$ cat src/rtl/indexed_sequence_store_defines.svh
// ============================================================================
// Assertion macros for the indexed sequence store
// Shared concurrent assertion forms; disabled when NO_ASSERTIONS is defined.
// ============================================================================
`ifndef INDEXED_SEQUENCE_STORE_DEFINES_SVH
`define INDEXED_SEQUENCE_STORE_DEFINES_SVH
`ifndef NO_ASSERTIONS
`define ISS_ASSERT_IMP(label, clk, rst, ante, cons) \
   label: assert property (@(posedge clk) disable iff (rst) (ante) |-> (cons)) \
      else $error("assertion failed");
`define ISS_ASSERT_NXT(label, clk, rst, ante, cons) \
   label: assert property (@(posedge clk) disable iff (rst) (ante) |=> (cons)) \
      else $error("assertion failed");
`else
`define ISS_ASSERT_IMP(label, clk, rst, ante, cons)
`define ISS_ASSERT_NXT(label, clk, rst, ante, cons)
`endif
`endif

$ cat src/rtl/iss_pkg.sv
// ============================================================================
// Indexed sequence store package
// Request codes, sizes and the controller/datapath command and status types.
// ============================================================================
package iss_pkg;
   localparam int Depth   = 256;
   localparam int AddrW   = $clog2(Depth);
   localparam int CountW  = $clog2(Depth + 1);
   localparam int DataW   = 32;

   typedef enum logic [3:0] {
      REQ_APPEND   = 4'd0,
      REQ_PREPEND  = 4'd1,
      REQ_INSERT   = 4'd2,
      REQ_DEL_HEAD = 4'd3,
      REQ_DEL_TAIL = 4'd4,
      REQ_DEL_AT   = 4'd5,
      REQ_CLEAR    = 4'd6,
      REQ_READ     = 4'd7,
      REQ_WRITE    = 4'd8,
      REQ_SORT     = 4'd9
   } req_code_type;

   // memory access commands from controller to datapath
   typedef struct packed {
      logic             rd_en;
      logic [AddrW-1:0] rd_addr;
      logic             wr_en;
      logic [AddrW-1:0] wr_addr;
      logic [1:0]       wr_sel;     // which value to write
      logic             hold_en;    // capture read data into hold register
      logic             key_en;     // capture read data into key register
      logic             req_en;     // capture request value
   } dp_cmd_type;

   localparam logic [1:0] WSEL_REQ  = 2'd0;
   localparam logic [1:0] WSEL_RD   = 2'd1;
   localparam logic [1:0] WSEL_HOLD = 2'd2;
   localparam logic [1:0] WSEL_KEY  = 2'd3;

   typedef struct packed {
      logic [DataW-1:0] rd_data;    // registered memory read data
      logic             hold_gt_key;// signed read data > key
   } dp_sts_type;
endpackage

$ cat src/rtl/iss_controller.sv
// ============================================================================
// Indexed sequence store controller
// Decodes requests, sequences gap shifts, reads, writes and insertion sort.
// ============================================================================
`include "indexed_sequence_store_defines.svh"
module iss_controller import iss_pkg::*; (
   input  logic              clock,
   input  logic              reset,
   input  logic              req_valid,
   output logic              req_ready,
   input  logic [3:0]        req_code,
   input  logic [7:0]        req_pos,
   output dp_cmd_type        cmd,
   input  dp_sts_type        sts,
   output logic              rsp_valid,
   input  logic              rsp_ready,
   output logic              rsp_ok,
   output logic [DataW-1:0]  rsp_value,
   output logic [CountW-1:0] rsp_count
);
   typedef enum logic [3:0] {
      ST_IDLE, ST_UP_RD, ST_UP_WR, ST_DN_RD, ST_DN_WR, ST_READ, ST_READ_W,
      ST_S_KEY, ST_S_KEYW, ST_S_CMP, ST_S_CMPW, ST_S_PLACE, ST_RESP
   } state_type;

   state_type         state_ff, state_in;
   logic [CountW-1:0] count_ff, count_in;
   logic [CountW-1:0] idx_ff, idx_in;     // shift cursor / sort j
   logic [CountW-1:0] end_ff, end_in;     // write marker / sort i
   logic [AddrW-1:0]  tgt_ff, tgt_in;     // insert or write target
   logic              ok_ff, ok_in;
   logic [DataW-1:0]  val_ff, val_in;
   logic              in_fire;
   logic              full;
   logic [CountW-1:0] pos_ext;
   logic              pos_in_range;

   assign in_fire      = req_valid && req_ready;
   assign req_ready    = (state_ff == ST_IDLE);
   assign full         = count_ff >= CountW'(Depth);
   assign pos_ext      = CountW'(req_pos);
   assign pos_in_range = pos_ext < count_ff;

   // next state and datapath commands
   always_comb begin
      state_in = state_ff; count_in = count_ff; idx_in = idx_ff; end_in = end_ff;
      tgt_in = tgt_ff; ok_in = ok_ff; val_in = val_ff;
      cmd = '0;
      cmd.req_en = in_fire;
      unique case (state_ff)
         ST_IDLE: begin
            if (req_valid) begin
               ok_in = 1'b0; val_in = '0;
               state_in = ST_RESP;
               unique case (req_code)
                  REQ_APPEND, REQ_PREPEND, REQ_INSERT: begin
                     if (!full && (req_code == REQ_APPEND || req_code == REQ_PREPEND
                         || pos_in_range || (pos_ext == '0 && count_ff == '0))) begin
                        ok_in  = 1'b1;
                        tgt_in = (req_code == REQ_APPEND) ? count_ff[AddrW-1:0] :
                                 (req_code == REQ_PREPEND) ? '0 : req_pos[AddrW-1:0];
                        idx_in = count_ff;
                        state_in = ST_UP_RD;
                     end
                  end
                  REQ_DEL_HEAD, REQ_DEL_AT: begin
                     if ((req_code == REQ_DEL_HEAD) ? (count_ff != '0) : pos_in_range)
                     begin
                        ok_in  = 1'b1;
                        idx_in = (req_code == REQ_DEL_HEAD) ? '0 : pos_ext;
                        state_in = ST_DN_RD;
                     end
                  end
                  REQ_DEL_TAIL: begin
                     if (count_ff != '0) begin
                        ok_in = 1'b1; count_in = count_ff - 1'b1;
                     end
                  end
                  REQ_CLEAR: begin
                     ok_in = count_ff != '0; count_in = '0;
                  end
                  REQ_READ: begin
                     if (pos_in_range) begin
                        ok_in = 1'b1;
                        cmd.rd_en = 1'b1; cmd.rd_addr = req_pos[AddrW-1:0];
                        state_in = ST_READ;
                     end else begin
                        val_in = '1;
                     end
                  end
                  REQ_WRITE: begin
                     if (pos_in_range) begin
                        ok_in = 1'b1;
                        tgt_in = req_pos[AddrW-1:0];
                        state_in = ST_UP_WR;
                        idx_in = CountW'(req_pos);
                     end
                  end
                  REQ_SORT: begin
                     if (count_ff != '0) begin
                        ok_in = 1'b1; end_in = CountW'(1);
                        state_in = ST_S_KEY;
                     end
                  end
                  default: ;
               endcase
            end
         end
         // open gap: move entry idx-1 to idx until idx == tgt, then place value
         ST_UP_RD: begin
            if (idx_ff[AddrW-1:0] == tgt_ff || idx_ff == '0) begin
               cmd.wr_en = 1'b1; cmd.wr_addr = tgt_ff; cmd.wr_sel = WSEL_REQ;
               count_in = count_ff + 1'b1;
               state_in = ST_RESP;
            end else begin
               cmd.rd_en = 1'b1; cmd.rd_addr = AddrW'(idx_ff - 1'b1);
               state_in = ST_UP_WR;
            end
         end
         ST_UP_WR: begin
            if (end_ff == '1) begin
               // write request path
               cmd.wr_en = 1'b1; cmd.wr_addr = tgt_ff; cmd.wr_sel = WSEL_REQ;
               state_in = ST_RESP;
            end else begin
               cmd.wr_en = 1'b1; cmd.wr_addr = idx_ff[AddrW-1:0]; cmd.wr_sel = WSEL_RD;
               idx_in = idx_ff - 1'b1;
               state_in = ST_UP_RD;
            end
         end
         // close gap: move entry idx+1 to idx until idx+1 == count
         ST_DN_RD: begin
            if (idx_ff + 1'b1 >= count_ff) begin
               count_in = count_ff - 1'b1;
               state_in = ST_RESP;
            end else begin
               cmd.rd_en = 1'b1; cmd.rd_addr = AddrW'(idx_ff + 1'b1);
               state_in = ST_DN_WR;
            end
         end
         ST_DN_WR: begin
            cmd.wr_en = 1'b1; cmd.wr_addr = idx_ff[AddrW-1:0]; cmd.wr_sel = WSEL_RD;
            idx_in = idx_ff + 1'b1;
            state_in = ST_DN_RD;
         end
         ST_READ: state_in = ST_READ_W;
         ST_READ_W: begin
            val_in = sts.rd_data; state_in = ST_RESP;
         end
         // insertion sort: key = e[i]; j = i; shift while e[j-1] > key
         ST_S_KEY: begin
            if (end_ff >= count_ff) begin
               state_in = ST_RESP;
            end else begin
               cmd.rd_en = 1'b1; cmd.rd_addr = end_ff[AddrW-1:0];
               idx_in = end_ff;
               state_in = ST_S_KEYW;
            end
         end
         ST_S_KEYW: begin
            cmd.key_en = 1'b1;
            state_in = ST_S_CMP;
         end
         ST_S_CMP: begin
            if (idx_ff == '0) begin
               state_in = ST_S_PLACE;
            end else begin
               cmd.rd_en = 1'b1; cmd.rd_addr = AddrW'(idx_ff - 1'b1);
               state_in = ST_S_CMPW;
            end
         end
         ST_S_CMPW: begin
            if (sts.hold_gt_key) begin
               cmd.wr_en = 1'b1; cmd.wr_addr = idx_ff[AddrW-1:0];
               cmd.wr_sel = WSEL_RD;
               idx_in = idx_ff - 1'b1;
               state_in = ST_S_CMP;
            end else begin
               state_in = ST_S_PLACE;
            end
         end
         ST_S_PLACE: begin
            cmd.wr_en = 1'b1; cmd.wr_addr = idx_ff[AddrW-1:0]; cmd.wr_sel = WSEL_KEY;
            end_in = end_ff + 1'b1;
            state_in = ST_S_KEY;
         end
         ST_RESP: begin
            if (rsp_ready) begin
               state_in = ST_IDLE;
               end_in = '0;
            end
         end
         default: state_in = ST_IDLE;
      endcase
      // write request marks end as all ones so ST_UP_WR places the value
      if (state_ff == ST_IDLE && req_valid && req_code == REQ_WRITE && pos_in_range) begin
         end_in = '1;
      end
   end

   // state and registered outputs
   always_ff @(posedge clock) begin
      if (reset) begin
         state_ff <= ST_IDLE;
         count_ff <= '0;
         end_ff   <= '0;
         ok_ff    <= 1'b0;
      end else begin
         state_ff <= state_in;
         count_ff <= count_in;
         end_ff   <= end_in;
         ok_ff    <= ok_in;
      end
      idx_ff <= idx_in;
      tgt_ff <= tgt_in;
      val_ff <= val_in;
   end

   assign rsp_valid = (state_ff == ST_RESP);
   assign rsp_ok    = ok_ff;
   assign rsp_value = val_ff;
   assign rsp_count = count_ff;

   `ISS_ASSERT_IMP(a_count_max, clock, reset, 1'b1, count_ff <= CountW'(Depth))
   `ISS_ASSERT_IMP(a_ready_excl, clock, reset, rsp_valid, !req_ready)
   `ISS_ASSERT_NXT(a_rsp_hold, clock, reset, rsp_valid && !rsp_ready, rsp_valid)
   `ISS_ASSERT_IMP(a_wr_bound, clock, reset, cmd.wr_en, CountW'(cmd.wr_addr) <= count_ff)
endmodule

$ cat config.mk
export PLATFORM = sky130hd
export DESIGN_NAME = iss_controller
export DESIGN_NICKNAME = d
export VERILOG_FILES = /design/src/rtl/iss_pkg.sv /design/src/rtl/iss_controller.sv
export VERILOG_INCLUDE_DIRS = /design/src /design/src/rtl
export SDC_FILE = /design/constraint.sdc
export NUM_CORES = 1
export LEC_CHECK = 0
export BUFFER_PORTS_ARGS = -buffer_cell sky130_fd_sc_hd__buf_2
export CELL_PAD_IN_SITES_DETAIL_PLACEMENT = 0
export CELL_PAD_IN_SITES_GLOBAL_PLACEMENT = 1
export CORE_ASPECT_RATIO = 0.75
export CORE_MARGIN = 4
export CORE_UTILIZATION = 30
export DETAILED_ROUTE_END_ITERATION = 6
export PLACE_DENSITY_LB_ADDON = 0.1
export SETUP_SLACK_MARGIN = 0.1
export SYNTH_ARGS = -nofsm -noshare
export SYNTH_HDL_FRONTEND = slang
export SYNTH_SLANG_ARGS = --single-unit
$ cat constraint.sdc
create_clock -name clock -period 4 [get_ports clock]
set_input_delay 0.8 -clock clock [delete_from_list [all_inputs] [get_ports clock]]
set_output_delay 0.8 -clock clock [all_outputs]
set_load 0.03 [all_outputs]
After elaboration in Yosys (flattened, before gate mapping)
Index checks and enable logic that the tools add are counted.

$add $sub $neg: 5. Order comparisons: 4. Eq/ne operators: 42. Mux-type cells: 65. Reductions and logical operators: 32.

Operators by type and width (count): two-way mux 9 bit (23); two-way mux 32 bit (3); one-hot mux 9 bit (5 select lines) (2); one-hot mux 9 bit (3 select lines) (3); one-hot mux 32 bit (2 select lines) (1); one-hot mux 11 bit (5 select lines) (1); one-hot mux 4 bit (13 select lines) (1); two-way mux 4 bit (10); two-way mux 8 bit (5); == test 4 x 3 -> 1 bit (second input constant) (8); == test 4 bit (second input constant) (7); adder 9 x 1 -> 9 bit (second input constant) (3); logical NOT 9 bit (3); two-way mux 11 bit (2); one-hot mux 4 bit (5 select lines) (1); >= comparator 9 bit (2); one-hot mux 9 bit (2 select lines) (1); subtractor 9 x 1 -> 9 bit (second input constant) (2); == test 4 x 2 -> 1 bit (second input constant) (4); inequality test 2 bit (second input constant) (8); one-hot mux 8 bit (2 select lines) (1); inequality test 3 x 1 -> 1 bit (second input constant) (4); inequality test 3 bit (second input constant) (4); two-way mux 10 bit (1); other kinds (27) (48).

Register bits: 72. Output and inout bits: 67.

Depth between registers and ports, before layout
Depth after elaboration: 9. Depth in mapped cells: 13. Gate-level depth less buffers: 11.

Least setup slack after synthesis
OpenSTA, ideal clock, no wires.

Path kind: register to output. Start: register idx_ff[4]. End: output cmd[15] (netlist bit). Data arrival time: 2.784 ns. Required time: 3.200 ns. Setup slack: 0.416 ns. Stages on the path, launching flop included: 14. Buffers on the path: 2. Path through: edfxtp_1 -> clkbuf_1 -> and3_1 -> and2_1 -> nand4_1 -> xnor2_1 -> ha_1 -> nor3_1 -> nand3_1 -> a211o_1 -> and2_0 -> clkbuf_1 -> mux2i_1 -> a221o_1.

RTL lines: from (decl) (line iss_controller.sv:28) `logic [CountW-1:0] idx_ff, idx_in;`; from (signal assigned) (line iss_controller.sv:214) `idx_ff <= idx_in;`; to (decl) (line iss_controller.sv:13) `output dp_cmd_type cmd,`.

==> impl.org <==
** Synth
- Among all flip-flop cells after synthesis, the most frequent one is sky130_fd_sc_hd__edfxtp_1.
- The netlist uses 82 different library cells.
- Post-synth EDFFs :: 49
- Synthesis handed over a netlist of 661 instances.
- During synthesis, Yosys emitted a total of 0 warnings.
- Avg Synthesized Cell Area :: 8.51 sq um
- Counting flops with an async set or reset pin after synthesis yields a share of 0%.
- Sequential element share of the synthesized area :: 34.3%
- The number of nets handed over by synthesis was 742.
- In this run, synthesis produced a sequential element count of 72.
- The mapped netlist covers 5630 sq um.

** STA
- After layout, the worst path uses 95.2% of the clock period.
- The count of endpoints failing hold in the final timing report came to 0.
- Setup repair after global routing left no endpoint under its margin.
- Setup-violating endpoint count in the final report :: 0
- Max Clock Skew :: 0.0132 ns
- Max Clk Rate :: 0.263 GHz
- For the pin with the worst max-slew slack, the measured transition is 1.11 ns.
- Summed over all failing endpoints, the final setup total negative slack is 0 ns.
- Number of pins exceeding their max-slew limit in the final report :: 0
- Headroom to the max-slew limit :: 25.3%
- Counting I/O delays and the setup requirement, the final critical path takes 3.81 ns.
- Hold timing on the final database bottoms out at a slack of 0.569 ns.

** Cells and area
- The net count of the finished layout is 860.
- Layout overhead on the synthesized area :: 24.2%
- Ant diodes :: 0
- Fraction of layout instances using a drive strength above 1 :: 25.5%
- Most common library cell in the layout ignoring fill and taps :: sky130_fd_sc_hd__buf_2
- Commonest cells after routing, fill and taps aside :: 112 x sky130_fd_sc_hd__buf_2, 111 x sky130_fd_sc_hd__nand2_1, 49 x sky130_fd_sc_hd__edfxtp_1, 47 x sky130_fd_sc_hd__buf_4, 32 x sky130_fd_sc_hd__a21oi_1
- Once layout is complete, the utilization of the core stands at 37.9%.

** Power
- Power density cells :: 768 nW/um^2
- Total power :: 5360 uW
- Internal portion of total power :: 2750 uW
- Per report_power, the sequential group accounts for 23.8% of the total.
- Switching part of the total :: 48.7%
- Of the total power, the clock network draws 17.1%.
- Combinational group share of total power :: 59.1%
- Highest ir drop seen on vdd :: 0.351 mV
- In this run the static leakage power is 0.00302 uW.
- Switching power :: 2610 uW

** Clock network
- TritonCTS built the clock tree.
- Number of buffers inserted for hold repair after clock tree synthesis :: 0
- Clock-pin slew on the worst setup and hold paths :: 0.06 ns
- Root buffer selected by CTS :: sky130_fd_sc_hd__clkbuf_16
- Clock tree synthesis found a total of 72 sinks.
- Clock buffer depth :: 2
- Clock insertion delay at the later pin of the skew report :: 0.35 ns
- Counting the buffers created by CTS gives 9.
- In this run the number of H-tree levels came out at 3.

** Critical path
- Worst-path maximum fanout :: 9
- The worst setup path is launched from a register.
- Setup CP Type :: register to output port
- STA classifies the critical path endpoint as an output port.
- Required time worst endpoint :: 3.20 ns
- Data arrival, critical path :: 3.01 ns

** Placed design
- Number of input and output port buffers inserted :: 114
- Once detailed placement completed, the half-perimeter wirelength came to 16,800 um.
- Final RePlAce weighted congestion :: 0.924

** Detailed routing
- Routed vias :: 5,772
- Number of detailed-routing iterations run before antenna repair :: 6
- After the first detailed-routing iteration, the DRC count stood at 408.
- Average wire per cell in the routed design :: 21.1 um
- Dividing the detail-routed via count by the number of cells gives 5.60.
- Remaining DRCs :: 0
- Final ANT Viol Nets :: 0
- The routed design has 21,800 um of wire.

** Global route
- Fraction of met2 tracks used by global routing :: 29.2%
- The first global-routing pass estimated 33,100 um of wire.
- Global routing finished with a remaining overflow of 0.
- In the global route stage, met3 resource usage came out at 5.02%.
- The number of global-route vias before repair was 5,328.
- Pin count of the biggest net entering global routing :: 35
- Global routing consumed, on the met1 layer, 30.7% of the routing resources.
- Across every metal layer, demand over resource in global routing totals 20.1%.
- Most Crowded Layer GR :: met1
- The number of antenna violations at the first check in global routing is 0.

** Die
- Height of the die :: 127 um
- During I/O placement, the number of pins put on the boundary was 116.
- After floorplanning, the core was divided into 43 placement rows.
- The die covers 21,000 sq um.
- Die extent in x :: 166 um
- Core area :: 18,500 sq um
- Effective utilization at floorplan :: 30.5%

** Status
- Run status :: completed

** Worst hold path
- Hold/Removal Path Class :: register to register

** Run
- Across the run, the number of max-cap violations was 0.
power by group through the flow:
stage               logic (uW)  registers (uW)  clock network [uW]
finish                    3170            1280                 918
global route              3410            1300                 979
CTS                       3060            1300                 941
detailed placement        3050            1310                   0
global placement          3070            1300                   0
floorplan                 1760            1610                   0
routing by layer:
metal,routed length [um],part of all wire [%]
met5,0,0
met4,144,0.66
met3,1970,9.0
met2,9180,42
met1,10500,48
worst paths after layout:
path | cells after the start | slack (ns) | end | from
max | 8 | 0.19 | cmd[20] | rsp_count[7]
min | 2 | 0.57 | rsp_ok | rsp_ok
max reg2reg | 9 | 0.60 | idx_ff[3] | rsp_count[7]
min reg2reg | 2 | 0.57 | rsp_ok | rsp_ok
critical path, stage by stage, from the launching register on:
cell,delay (ns)
sky130_fd_sc_hd__dfxtp_1,0.49
sky130_fd_sc_hd__inv_1,0.27
sky130_fd_sc_hd__ha_1,0.27
sky130_fd_sc_hd__a211oi_1,0.41
sky130_fd_sc_hd__nor2_1,0.14
sky130_fd_sc_hd__a211oi_4,0.20
sky130_fd_sc_hd__and3_1,0.42
sky130_fd_sc_hd__a221o_1,0.25
sky130_fd_sc_hd__buf_2,0.21
cells in the mapped netlist (all sizes together) (14+ instances only):
cell,n,area [sq um]
a21oi,32,160
nand2,111,417
nand3,23,120
o31ai,14,115
dfxtp,23,460
nor2,27,104
inv,23,86.3
a31oi,16,100
buf,18,111
nor3,14,75.1
ha,32,400
clkbuf,36,135
o21ai,33,165
edfxtp,49,1470
flip-flops by register name, summed over array words and instances (netlist names):
register   cells
tgt_ff         8
idx_ff         9
state_ff       4
end_ff         9
rsp_ok         1
rsp_value     32
rsp_count      9
area by class of cell:
class	instances	area (sq um)
tap	247	309
sequential	72	1930
fill	1924	11500
clock inverter	7	104
inverter	25	93.8
timing repair buffer	161	928
clock buffer	9	225
multi-input combinational	510	3400
logic make-up after synthesis:
family | synth area share [%]
xor+xnor | 3.58
mux | 1.07
other cells | 0.0666
simple gates | 23.1
flops | 34.3
fa+ha+maj | 7.11
buf+inv | 6.05
compound gates | 24.7
stage by stage:
stage	setup WS [ns]	cells	instance area, sq um
floorplan	0.416	661	5630
global placement	0.489	1010	6580
detailed placement	0.387	1010	6580
CTS	0.106	1026	6920
global route	0.0858	1031	6990
finish	0.192	1031	6990
what timing repair did:
item,CTS,global route
pin swaps,0,1
endpoints found under the setup margin,2,9
buffers inserted,0,5
resized for setup,1,7
Power figures use the tool's default switching activity.
